<file path="config.mk">
export PLATFORM = sky130hd
export DESIGN_NAME = arsl_accum
export DESIGN_NICKNAME = d
export VERILOG_FILES = /design/src/rtl/core/arsl_pkg.sv /design/src/rtl/core/arsl_accum.sv
export VERILOG_INCLUDE_DIRS = /design/src /design/src/rtl/core
export SDC_FILE = /design/constraint.sdc
export NUM_CORES = 1
export LEC_CHECK = 0
export BUFFER_PORTS_ARGS = -buffer_cell sky130_fd_sc_hd__buf_2
export CORE_ASPECT_RATIO = 0.5
export CORE_MARGIN = 3
export CORE_UTILIZATION = 47
export DETAILED_ROUTE_END_ITERATION = 6
export GPL_ROUTABILITY_DRIVEN = 1
export PLACE_DENSITY = 0.81
export SLEW_MARGIN = 20
export SYNTH_ARGS = -nofsm -noshare
export SYNTH_HDL_FRONTEND = slang
export SYNTH_SLANG_ARGS = --single-unit
</file>
<file path="constraint.sdc">
create_clock -name clk -period 4.34 [get_ports clk]
set_input_delay 0.217 -clock clk [delete_from_list [all_inputs] [get_ports clk]]
set_output_delay 0.217 -clock clk [all_outputs]
set_load 0.02 [all_outputs]
</file>
<file path="src/rtl/core/audio_ring_starvation_ledger_macros.svh">
// Assertion macros used by the starvation ledger accumulator.
`ifndef AUDIO_RING_STARVATION_LEDGER_MACROS_SVH
`define AUDIO_RING_STARVATION_LEDGER_MACROS_SVH

// Same-cycle implication, sampled on clk, off while arst_n is low.
`define ARSL_ASSERT_NOW(label, ante, cons, msg) \
	label: assert property (@(posedge clk) disable iff (!arst_n) (ante) |-> (cons)) \
		else $error(msg);

// Next-cycle implication, sampled on clk, off while arst_n is low.
`define ARSL_ASSERT_NEXT(label, ante, cons, msg) \
	label: assert property (@(posedge clk) disable iff (!arst_n) (ante) |=> (cons)) \
		else $error(msg);

`endif

</file>
<file path="src/rtl/core/arsl_pkg.sv">
// Types, constants and helper functions of the audio ring starvation ledger.
package arsl_pkg;

	localparam int CNT_W         = 32;
	localparam int OUT_W         = 32;
	localparam int TIME_W        = 64;
	localparam int NOW_W         = 63;
	localparam int MS_W          = 16;
	localparam int US_PER_MS     = 1000;
	localparam int US_W          = 26;
	localparam int CFG_IDX_W     = 1;

	// gap / 1000 is taken as (gap >> 3) / 125, one 15-bit digit per step
	localparam int DIV_PRE_SHIFT = 3;
	localparam int DIVISOR       = US_PER_MS >> DIV_PRE_SHIFT;
	localparam int DIV_W         = NOW_W - DIV_PRE_SHIFT;
	localparam int CHUNK_W       = 15;
	localparam int DIV_STEPS     = DIV_W / CHUNK_W;
	localparam int REM_W         = 7;
	localparam int STEP_W        = REM_W + CHUNK_W;
	localparam int DIV_K_SHIFT   = 29;
	localparam int DIV_K_W       = 23;
	localparam int unsigned DIV_K = (32'd1 << DIV_K_SHIFT) / DIVISOR;
	localparam int PROD_W        = STEP_W + DIV_K_W;

	typedef enum logic [2:0] {
		OP_FEED     = 3'd0,
		OP_WAIT     = 3'd1,
		OP_DRAIN    = 3'd2,
		OP_FLUSHED  = 3'd3,
		OP_QUERY    = 3'd4,
		OP_RESERVE  = 3'd5,
		OP_ROLLBACK = 3'd6
	} op_t;

	localparam logic [CFG_IDX_W-1:0] CFG_RING_LENGTH = 1'b0;
	localparam logic [CFG_IDX_W-1:0] CFG_HOLD_WINDOW = 1'b1;

	typedef struct packed {
		logic              watching;
		logic              charge;
		logic [TIME_W-1:0] empty;
		logic [NOW_W-1:0]  now;
		logic [CNT_W-1:0]  events;
		logic [CNT_W-1:0]  written;
		logic [DIV_W-1:0]  dividend;
	} state_rec_t;

	typedef struct packed {
		logic             playing;
		logic             charge;
		logic [CNT_W-1:0] events;
		logic [CNT_W-1:0] written;
		logic [REM_W-1:0] rem;
		logic [DIV_W-1:0] dividend;
		logic [DIV_W-1:0] quot;
	} div_rec_t;

	function automatic logic [US_W-1:0] ms_to_us(input logic [MS_W-1:0] ms);
		return US_W'(ms) * US_W'(US_PER_MS);
	endfunction

	function automatic logic sgt(input logic [TIME_W-1:0] a, input logic [TIME_W-1:0] b);
		return $signed(a) > $signed(b);
	endfunction

	function automatic logic [CNT_W-1:0] sat_add(input logic [CNT_W-1:0] a,
			input logic [CNT_W-1:0] d);
		logic [CNT_W:0] s;
		s = {1'b0, a} + {1'b0, d};
		return s[CNT_W] ? {CNT_W{1'b1}} : s[CNT_W-1:0];
	endfunction

endpackage

</file>
<file path="src/rtl/core/arsl_accum.sv">
// Starvation total accumulator and result register.
`include "audio_ring_starvation_ledger_macros.svh"
module arsl_accum import arsl_pkg::*; (
	input  logic             clk,
	input  logic             arst_n,
	input  logic             in_valid,
	output logic             in_ready,
	input  div_rec_t         in_rec,
	output logic             out_valid,
	input  logic             out_ready,
	output logic             speaker_playing,
	output logic [OUT_W-1:0] starved_total_ms,
	output logic [OUT_W-1:0] starve_count,
	output logic [OUT_W-1:0] written_total_ms
);

	logic [CNT_W-1:0] starved_q, starved_d;
	logic             valid_q, playing_q;
	logic [OUT_W-1:0] starved_out_q, count_q, written_q;
	logic             accept;

	assign accept    = in_valid && in_ready;
	assign in_ready  = !valid_q || out_ready;
	assign starved_d = in_rec.charge ? sat_add(starved_q, CNT_W'(in_rec.quot)) : starved_q;

	always_ff @(posedge clk or negedge arst_n) begin
		if (!arst_n) begin
			valid_q   <= 1'b0;
			starved_q <= '0;
		end else begin
			if (in_ready) begin
				valid_q <= in_valid;
			end
			if (accept) begin
				starved_q <= starved_d;
			end
		end
	end

	always_ff @(posedge clk) begin
		if (accept) begin
			playing_q     <= in_rec.playing;
			starved_out_q <= OUT_W'(starved_d);
			count_q       <= OUT_W'(in_rec.events);
			written_q     <= OUT_W'(in_rec.written);
		end
	end

	assign out_valid        = valid_q;
	assign speaker_playing  = playing_q;
	assign starved_total_ms = starved_out_q;
	assign starve_count     = count_q;
	assign written_total_ms = written_q;

	`ARSL_ASSERT_NEXT(a_starved_monotonic, 1'b1, starved_q >= $past(starved_q), "starved total went down")
	`ARSL_ASSERT_NEXT(a_no_charge_hold, accept && !in_rec.charge, $stable(starved_q), "starved total moved without a charge")
	`ARSL_ASSERT_NEXT(a_accept_shows, accept, valid_q && (starved_out_q == OUT_W'(starved_q)), "result register out of step with total")
	`ARSL_ASSERT_NOW(a_charge_needs_event, accept && in_rec.charge, in_rec.events != '0, "charge without a starvation event")

endmodule

</file>
==> metrics.txt <==
post-synthesis sequential area ratio=0.6098; placed inst area=between 7000 and 8000 um^2; Routed Antenna Nets=0; crit path DAT=approximately 3.8 ns; M1 WL=7.131 mm; Synth warnings=0; Setup Crit Path Kind=register to register; slowest CP cell=fa_1; Tot Pwr=slightly above 5000 uW; Post-synth EDFFs=97; CTS Sinks=130; routability cong.=0.8858; Worst setup EP type=register; DP HPWL=10.95 mm; leading post-synthesis cells by cell area=edfxtp_1 48%, dfrtp_1 13%, o22a_1 7.7%, ha_1 6.5%, a21oi_1 3.6%; Cell variety after synth=51; Worst path most repeated cell=nor2_1; CP Depth=12; maxcap violations=0; CTS Root Cell=clkbuf_16; layout cell share with drive strength beyond 1=0.3311; Max IR drop VDD=334.0 uV; initial antenna violation count=0; die area=14530 um^2; Highest Signal Layer=met4; Cells after Synth=470; crit-path max FO=15; RSZ-0062 raised after global routing=no; die width=167.5 um; Syn-to-layout area delta=39.22%; first-pass GRT wire length=around 27 mm; grt total ovfl=0; r2r worst-path depth=12; largest net degree at the start of global routing=76; placed insts=818; leading area contributor after synthesis=edfxtp_1; vias per cell=5.479; Synth Area per Inst=13.04 um^2; fmax=280.9 MHz; crit-path leading delay family=compound AO/OA/AOI/OAI gates; Primary FF master, synth=edfxtp_1; Initial DRC Count=355; n_diodes=0; H-tree Lvls=4; PortBufs=200; Startpoint Class=register; Final Max Tran Viols=0; final worst path period share=0.8204; Initial Util=0.5000; residual DRC count=0; crit-path cells=ha_1, fa_1, a211oi_2, nor2_1, o21ai_1, nor2_1, a31o_2, a21oi_4, o21ai_2, buf_4, nor2_1, a21oi_1; latest clock arrival within the worst-skew pair=roughly 0.41 ns; Leak=0.003424 uW; run status=finished clean; vias in the first global route=~5100; Req. time, crit path=4.62 ns; TritonCTS clock tree=yes; worst hold path depth=3; Setup TNS Final=0 ns; Final Critical Period=3.561 ns; core area=approximately 12000 um^2; clk_skew=0.008323 ns; row count=28; Synth top area share=0.4751; wire per inst=18.59 um; Pwr per Cell Area=595.7 nW/um^2; Hold Slack=0.1128 ns; Hold Crit Class=input port to register; GRT Total Usage=0.2383; Worst Tran Pin Value=approximately 0.95 ns; post-route cell area=8536 um^2; Mapped Nets=700; CTS buffer count=17; # IOs=296; 1st-pass router iterations=5; ys async rst share=0.2538; Non-Filler Instances=between 900 and 1000; postcts setup bufs=0; Yosys reg bits=130; Fin. Hold Viols=0; Slew HR=0.3641; WL final=17.04 mm; area of the mapped netlist=6131 um^2; Final setup viols=0; DR vias=5024; Die Span Y=approximately 87 um; met3 WL=859 um; Layout Nets=roughly 970; Worst-path clk slew=roughly 0.06 ns; WP buf/inv=1; clock buffer depth=2; routed wl met2=just under 9 mm; Slowest Stage Delay on Critical Path=0.46 ns
==> cells in the mapped netlist (12+ instances only) <==
| cell | count |
|---|---|
| o22a_1 | 54 |
| inv_1 | 12 |
| a21oi_1 | 44 |
| nor2_1 | 33 |
| nand2_1 | 18 |
| xnor2_1 | 20 |
| clkbuf_1 | 14 |
| ha_1 | 32 |
| dfrtp_1 | 33 |
| edfxtp_1 | 97 |
| o21ai_0 | 17 |
==> stage by stage <==
| step | setup WS (ns) | utilization |
|---|---|---|
| after global placement | 0.9280 | 0.5930 |
| final | 0.7794 | 0.6961 |
| after floorplan | 0.8369 | - |
| after global routing | 0.5336 | 0.6961 |
| after CTS | 0.8333 | 0.6961 |
| after detailed placement | 0.8918 | 0.5930 |
==> cell usage in the layout (no fill, tap or decap), types with 2 or more instances in the layout <==
master,synthesis,final
nand4_1,6,6
buf_4,0,3
o21a_1,3,3
nand3_1,8,8
inv_6,0,8
a21oi_1,44,44
bufinv_16,0,2
nand2_1,18,18
ha_1,32,32
buf_2,3,200
xor2_1,9,9
o21ai_0,17,17
inv_1,12,11
o31ai_1,2,2
o21ai_2,2,2
o21bai_1,5,5
and3_1,4,4
edfxtp_1,97,97
dlygate4sd3_1,0,67
nor3_1,2,2
nor2b_1,2,2
nand2b_1,4,4
a31oi_1,4,4
xnor2_1,20,20
o21ai_1,6,6
nor2_1,33,32
clkinvlp_4,0,2
a211oi_1,2,2
a21o_1,9,9
dfrtp_1,33,33
o22a_1,54,54
clkbuf_16,0,17
==> flip-flops by register name, summed over array words and instances, names as in the netlist <==
signal / count
out_valid: 1
written_total_ms: 32
starved_q: 32
starve_count: 32
speaker_playing: 1
starved_total_ms: 32
==> per-layer routing <==
layer / up-vias / global-route usage
met5: - / 0
met4: 0 / 0.07795
met3: 36 / 0.04966
li1: 2357 / -
met2: 183 / 0.4270
met1: 2448 / 0.2937
==> path summary, 6_finish.rpt <==
kind                          startpoint             to  slack (ns)
max                         starved_q[0]  starved_q[12]        0.78
max reg2reg                 starved_q[0]  starved_q[12]        0.78
min                            out_ready      out_valid        0.11
min reg2reg                starved_q[19]  starved_q[19]        0.52
min in group asynchronous         arst_n   starved_q[9]        0.45
max in group asynchronous         arst_n  starved_q[22]        3.36
==> layout make-up <==
cell class / count / area (um^2)
Multi-Input combinational cell: 308 / 2255
Clock buffer: 17 / 425.4
Tap cell: 165 / 206.4
Inverter: 12 / 47.55
Timing Repair Buffer: 270 / 1694
Clock inverter: 15 / 168.9
Sequential cell: 130 / 3739
Fill cell: 850 / 3726
==> power breakdown <==
| group | leakage (uW) | total [uW] | internal (uW) | switching, uW |
|---|---|---|---|---|
| clock | 0.000286 | 1450 | 863 | 588 |
| sequential | 0.00121 | 1730 | 1600 | 127 |
| combinational | 0.00192 | 1910 | 809 | 1100 |
| total | 0.00342 | 5080 | 3270 | 1810 |
==> what timing repair did <==
| item | CTS | global route |
|---|---|---|
| endpoints found under the hold margin | 99 | 0 |
| hold buffers | 67 | 0 |
| gates resized for setup | 0 | 0 |
==> worst register-to-register path, delay by kind of cell, from the launching register on <==
kind	cells	cell delay (ns)
compound gates	6	1.45
fa+ha+maj	2	0.69
simple gates	3	0.57
flops	1	0.40
buf+inv	1	0.32
==> logic make-up (layout without fill, tap and decap cells) <==
family                   Yosys count  in the layout  share of synthesized area
buffers and inverters             32            314                    0.02285
adder cells (fa/ha/maj)           33             33                    0.06857
flip-flops                       130            130                     0.6098
multiplexers                       1              1                   0.001633
AO/OA/AOI/OAI                    164            164                     0.1947
XOR/XNOR                          29             29                    0.04143
AND/OR/NAND/NOR                   81             81                    0.06102
Power figures use the tool's default switching activity.
