--- config.mk ---
export PLATFORM = sky130hd
export DESIGN_NAME = arsl_state
export DESIGN_NICKNAME = d
export VERILOG_FILES = /design/src/rtl/core/audio_ring_starvation_ledger_macros.svh /design/src/rtl/core/arsl_pkg.sv /design/src/rtl/core/arsl_state.sv
export SDC_FILE = /design/constraint.sdc
export NUM_CORES = 2
export LEC_CHECK = 0
export BUFFER_PORTS_ARGS = -buffer_cell sky130_fd_sc_hd__buf_2
export CAP_MARGIN = 20
export CORE_MARGIN = 1
export CORE_UTILIZATION = 41
export CTS_BUF_LIST = sky130_fd_sc_hd__clkbuf_8
export CTS_CLUSTER_DIAMETER = 50
export DETAILED_ROUTE_END_ITERATION = 10
export PLACE_DENSITY_LB_ADDON = 0.3
export SLEW_MARGIN = 40
export SYNTH_ARGS = -nofsm -noshare
export SYNTH_HDL_FRONTEND = slang
export SYNTH_SLANG_ARGS = --single-unit
--- constraint.sdc ---
create_clock -name clk -period 23.9 [get_ports clk]
set_input_delay 3.585 -clock clk [delete_from_list [all_inputs] [get_ports clk]]
set_output_delay 3.585 -clock clk [all_outputs]
set_load 0.005 [all_outputs]
--- src/rtl/core/audio_ring_starvation_ledger_macros.svh ---
// Assertion macros used by the starvation ledger accumulator.
`ifndef AUDIO_RING_STARVATION_LEDGER_MACROS_SVH
`define AUDIO_RING_STARVATION_LEDGER_MACROS_SVH

// Same-cycle implication, sampled on clk, off while arst_n is low.
`define ARSL_ASSERT_NOW(label, ante, cons, msg) \
	label: assert property (@(posedge clk) disable iff (!arst_n) (ante) |-> (cons)) \
		else $error(msg);

// Next-cycle implication, sampled on clk, off while arst_n is low.
`define ARSL_ASSERT_NEXT(label, ante, cons, msg) \
	label: assert property (@(posedge clk) disable iff (!arst_n) (ante) |=> (cons)) \
		else $error(msg);

`endif

--- src/rtl/core/arsl_pkg.sv ---
// Types, constants and helper functions of the audio ring starvation ledger.
package arsl_pkg;

	localparam int CNT_W         = 32;
	localparam int OUT_W         = 32;
	localparam int TIME_W        = 64;
	localparam int NOW_W         = 63;
	localparam int MS_W          = 16;
	localparam int US_PER_MS     = 1000;
	localparam int US_W          = 26;
	localparam int CFG_IDX_W     = 1;

	// gap / 1000 is taken as (gap >> 3) / 125, one 15-bit digit per step
	localparam int DIV_PRE_SHIFT = 3;
	localparam int DIVISOR       = US_PER_MS >> DIV_PRE_SHIFT;
	localparam int DIV_W         = NOW_W - DIV_PRE_SHIFT;
	localparam int CHUNK_W       = 15;
	localparam int DIV_STEPS     = DIV_W / CHUNK_W;
	localparam int REM_W         = 7;
	localparam int STEP_W        = REM_W + CHUNK_W;
	localparam int DIV_K_SHIFT   = 29;
	localparam int DIV_K_W       = 23;
	localparam int unsigned DIV_K = (32'd1 << DIV_K_SHIFT) / DIVISOR;
	localparam int PROD_W        = STEP_W + DIV_K_W;

	typedef enum logic [2:0] {
		OP_FEED     = 3'd0,
		OP_WAIT     = 3'd1,
		OP_DRAIN    = 3'd2,
		OP_FLUSHED  = 3'd3,
		OP_QUERY    = 3'd4,
		OP_RESERVE  = 3'd5,
		OP_ROLLBACK = 3'd6
	} op_t;

	localparam logic [CFG_IDX_W-1:0] CFG_RING_LENGTH = 1'b0;
	localparam logic [CFG_IDX_W-1:0] CFG_HOLD_WINDOW = 1'b1;

	typedef struct packed {
		logic              watching;
		logic              charge;
		logic [TIME_W-1:0] empty;
		logic [NOW_W-1:0]  now;
		logic [CNT_W-1:0]  events;
		logic [CNT_W-1:0]  written;
		logic [DIV_W-1:0]  dividend;
	} state_rec_t;

	typedef struct packed {
		logic             playing;
		logic             charge;
		logic [CNT_W-1:0] events;
		logic [CNT_W-1:0] written;
		logic [REM_W-1:0] rem;
		logic [DIV_W-1:0] dividend;
		logic [DIV_W-1:0] quot;
	} div_rec_t;

	function automatic logic [US_W-1:0] ms_to_us(input logic [MS_W-1:0] ms);
		return US_W'(ms) * US_W'(US_PER_MS);
	endfunction

	function automatic logic sgt(input logic [TIME_W-1:0] a, input logic [TIME_W-1:0] b);
		return $signed(a) > $signed(b);
	endfunction

	function automatic logic [CNT_W-1:0] sat_add(input logic [CNT_W-1:0] a,
			input logic [CNT_W-1:0] d);
		logic [CNT_W:0] s;
		s = {1'b0, a} + {1'b0, d};
		return s[CNT_W] ? {CNT_W{1'b1}} : s[CNT_W-1:0];
	endfunction

endpackage

--- src/rtl/core/arsl_state.sv ---
// Ledger state update: flags, predicted empty time and counters, one word per cycle unless out_ready stalls it.
module arsl_state import arsl_pkg::*; (
	input  logic              clk,
	input  logic              arst_n,
	input  logic [MS_W-1:0]   ring_length_ms,
	input  logic              in_valid,
	output logic              in_ready,
	input  logic [2:0]        opcode,
	input  logic [NOW_W-1:0]  now_us,
	input  logic [MS_W-1:0]   duration_ms,
	output logic              out_valid,
	input  logic              out_ready,
	output state_rec_t        out_rec
);

	logic              watching_q, draining_q, stale_q;
	logic [TIME_W-1:0] empty_q;
	logic [CNT_W-1:0]  written_q, events_q;

	logic              watching_d, draining_d, stale_d, charge;
	logic [TIME_W-1:0] empty_d, now_ext, dur_us, ring_us, gap;
	logic [CNT_W-1:0]  written_d, events_d;

	logic              valid_s1;
	state_rec_t        rec_s1;
	logic              accept;

	assign accept   = in_valid && in_ready;
	assign in_ready = !valid_s1 || out_ready;
	assign now_ext  = {1'b0, now_us};
	assign dur_us   = TIME_W'(ms_to_us(duration_ms));
	assign ring_us  = TIME_W'(ms_to_us(ring_length_ms));
	assign gap      = now_ext - empty_q;

	always_comb begin
		watching_d = watching_q;
		draining_d = draining_q;
		stale_d    = stale_q;
		empty_d    = empty_q;
		written_d  = written_q;
		events_d   = events_q;
		charge     = 1'b0;
		unique case (op_t'(opcode))
			OP_FEED: begin
				if (!watching_q) begin
					written_d = '0;
					empty_d   = now_ext + (stale_q ? ring_us : '0);
					stale_d   = 1'b0;
				end
				draining_d = 1'b0;
				watching_d = 1'b1;
			end
			OP_WAIT: begin
				watching_d = 1'b0;
			end
			OP_DRAIN: begin
				draining_d = 1'b1;
				watching_d = 1'b0;
			end
			OP_FLUSHED: begin
				watching_d = 1'b0;
				stale_d    = 1'b1;
			end
			OP_RESERVE: begin
				charge = watching_q && !draining_q && sgt(empty_q, '0) &&
					(written_q >= CNT_W'(ring_length_ms)) && sgt(now_ext, empty_q);
				if (charge) begin
					events_d = sat_add(events_q, CNT_W'(1));
				end
				empty_d   = (sgt(now_ext, empty_q) ? now_ext : empty_q) + dur_us;
				written_d = sat_add(written_q, CNT_W'(duration_ms));
			end
			OP_ROLLBACK: begin
				empty_d = empty_q - dur_us;
				if (written_q >= CNT_W'(duration_ms)) begin
					written_d = written_q - CNT_W'(duration_ms);
				end
			end
			default: begin
			end
		endcase
	end

	always_ff @(posedge clk or negedge arst_n) begin
		if (!arst_n) begin
			watching_q <= 1'b0;
			draining_q <= 1'b0;
			stale_q    <= 1'b0;
			empty_q    <= '0;
			written_q  <= '0;
			events_q   <= '0;
			valid_s1   <= 1'b0;
		end else begin
			if (in_ready) begin
				valid_s1 <= in_valid;
			end
			if (accept) begin
				watching_q <= watching_d;
				draining_q <= draining_d;
				stale_q    <= stale_d;
				empty_q    <= empty_d;
				written_q  <= written_d;
				events_q   <= events_d;
			end
		end
	end

	always_ff @(posedge clk) begin
		if (accept) begin
			rec_s1.watching <= watching_d;
			rec_s1.charge   <= charge;
			rec_s1.empty    <= empty_d;
			rec_s1.now      <= now_us;
			rec_s1.events   <= events_d;
			rec_s1.written  <= written_d;
			rec_s1.dividend <= charge ? gap[NOW_W-1:DIV_PRE_SHIFT] : '0;
		end
	end

	assign out_valid = valid_s1;
	assign out_rec   = rec_s1;

endmodule

==> summary.txt <==
Worst slack, placed: 12.10 ns
Vias/cell: 5.85
Ys async rst share: 34.3%
Largest net degree at the start of global routing: 90
Cells after Synth: 3809
Worst path max stage delay: 0.57 ns
Worst EP required: 24.47 ns
Fin. max-slew vios: 0
Net Count, Synth: 4297
All-Layer GR Usage: 26.7%
Simple-gate portion of the synthesized area: 16.6%
Xor and xnor fraction of the mapped netlist area: 5.87%
Sw Pwr: 2.65 mW
Total Power: 5.38 mW
CTS resizes: 0
Post-synthesis mux area share: 3.13%
Fraction of layout cells with a size suffix above 1: 15.4%
Root buffer cell: clkbuf_8
Peak Freq: 0.0888 GHz
Vias in the first global route: 29404
Final Cycle Share: 47.1%
Worst slew pin tran: 0.915 ns
Sequential cell area: 0.0109 sq mm
Post-synthesis sequential area ratio: 31.9%
Yosys warns: 0
Yosys top cell area share: 22.2%
Die H: 291 microns
First-pass GRT wire length: 176000 microns
ANT nets after route: 0
Combinational Power Share: 66.7%
Reg power frac: 18.7%
FF+latch count, synth: 385
Final cell count without fillers: 5256
Initial Util: 41.5%
DRC Markers: 0
Crit path DAT: 11.83 ns
Top post-synthesis cells by count: inv_1, nor2_1, nand2_1
Total of max-cap violations: 0
TNS Setup: 0 ns
Worst Hold Class: reg2reg
Final setup margin: 12.64 ns
CTS tree: done
Lkg Pwr: 16.8 nW
Die width: 291 microns
Clock transition at path regs: 0.06 ns
Area Growth Syn to Fin: 13.8%
Sink Count: 385
Synth unique cells: 100
Hold wc startpoint: draining_q$_DFFE_PN0P_
Predominant post-synthesis flop cell: edfxtp_1
Final Hold Fails: 0
Power per cell area: 138 mW/mm^2
Initial DRC count: 2818
Cell with the largest stage delay on the worst path: fa_1
RR Startpoint: empty_q[40]$_DFFE_PN0P_
Worst setup path class: in2reg
Fill cells: 7925
Area leader, netlist: edfxtp_1
Routed vias: 30757
Clock network power share: 14.6%
GP Congestion: 0.957
Post-Synth Adder-Cell Area: 17.0%
Initial antenna violation count: 12
Run status: completed
Final setup violating endpoints: 0
Htree depth: 3
Worst Path Max Fanout: 15
Switching share of power: 49.3%
CTS Buffer Depth: 3
RSZ-0062 raised after global routing: no
Row Count: 105
EDFF count, synth: 253
Synth area leaders: edfxtp_1, ha_1, dfrtp_1
DR WL/cell: 22.0 microns
Footprint of the multi-input gates: 0.0216 sq mm
Post-synthesis cell area: 0.0342 sq mm
Setup repair bufs after CTS: 0
Most frequent cell after synthesis: inv_1
Inst Count DP: 5105
Die area: 0.0846 sq mm
Slew headroom: 37.4%
Crit path launch: ring_length_ms[0]
Worst VDD drop: 0.103 mV
CP Launch Type: primary input
Number of iterations in the first detailed-routing pass: 7
Syn avg cell area: 8.98 sq um
Crit path capture type: flip-flop
Internal: 2.73 mW
Compound-Gate Fraction of Synth Area: 20.1%
Final net count: 4605
Core area: 0.0824 sq mm
Total CTS buffers: 80
CP most frequent cell: a21oi_1
Min Tclk post-route: 11.26 ns
Input/output buffers: 356
Global route overflow: 0
WL final: 116000 microns
Hold Buf Count CTS: 0
Skew final: 0.0606 ns
Placed wire-length estimate: 88200 microns
Worst-Skew Late Latency: 0.70 ns
I/O pin cnt: 357
Largest family of logic cells by synthesized area: compound AO/OA/AOI/OAI gates
## flip-flops by register name (all words and copies together) (netlist names)
register / flops
out_rec: 253
empty_q: 64
events_q: 32
written_q: 32
draining_q: 1
out_valid: 1
stale_q: 1
watching_q: 1
## final cells by class
type	instances	area share (%)
multi-input combinational	2926	55.4
sequential	385	28.0
timing repair buffer	392	5.34
tap	1070	3.44
inverter	332	3.22
clock buffer	86	3.04
clock inverter	60	1.52
antenna	5	0.0321
## critical path, delay by kind of cell
family / cells / cell delay [ns]
AO/OA/AOI/OAI: 14 / 3.11
XOR/XNOR: 1 / 0.17
adder cells (fa/ha/maj): 6 / 2.75
buffers and inverters: 5 / 0.54
multiplexers: 2 / 0.63
AND/OR/NAND/NOR: 5 / 1.02
## through the flow
step | hold slack (ns) | cell area (sq um) | util [%]
3_5_place_dp | 0.499 | 37100 | 45.1
6_report | 0.510 | 38900 | 47.3
4_1_cts | 0.512 | 38900 | 47.2
5_1_grt | 0.545 | 38900 | 47.3
3_3_place_gp | 0.491 | 37000 | 45.0
2_1_floorplan | 0.476 | 34200 | -
## cell usage in the layout (no fill, tap or decap), types with 21 or more instances in the layout
cell type / n
o31ai_1: 45
nand2_1: 278
a211oi_1: 34
clkbuf_8: 87
o21bai_1: 25
edfxtp_1: 253
mux2_2: 56
buf_4: 31
fa_1: 113
o21ai_0: 258
nor2b_1: 21
and2_1: 28
xor2_1: 85
ha_1: 273
nand3_1: 101
nand4_1: 53
mux2i_1: 39
and3_1: 56
nor2_1: 306
a21o_1: 85
nor4_1: 46
or3_1: 31
nand2b_1: 32
xnor2_1: 138
buf_2: 355
inv_1: 350
o211ai_1: 28
a31oi_1: 56
a21oi_1: 245
nor3_1: 109
dfrtp_1: 132
o21a_1: 30
## power groups by stage
stage / registers, mW / clock network, mW / logic [mW]
floorplan: 0.947 / 0 / 2.66
global placement: 1.02 / 0 / 3.49
detailed placement: 1.02 / 0 / 3.51
CTS: 1.00 / 0.807 / 3.54
global route: 1.02 / 0.835 / 3.93
finish: 1.01 / 0.785 / 3.58
## layer usage
metal	track usage, %	wire, microns
met1	34.5	48700
met2	43.9	54100
met3	4.30	8060
met4	12.2	5010
met5	0	45
## kinds of logic after synthesis
kind of cell	Yosys count
compound gates	1046
xor+xnor	226
fa+ha+maj	398
buf+inv	498
flops	385
mux	99
simple gates	1157
## path summary, 6_finish.rpt
kind	endpoint	slack, ns	depth (start not counted)
worst max-delay path	empty_q[53]$_DFFE_PN0P_	12.64	33
worst min-delay path	draining_q$_DFFE_PN0P_	0.51	1
worst max register to register	empty_q[62]$_DFFE_PN0P_	15.49	23
worst min register to register	draining_q$_DFFE_PN0P_	0.51	1
max in group asynchronous	empty_q[37]$_DFFE_PN0P_	19.73	2
min in group asynchronous	written_q[7]$_DFFE_PN0P_	2.96	1
Power figures use the tool's default switching activity.
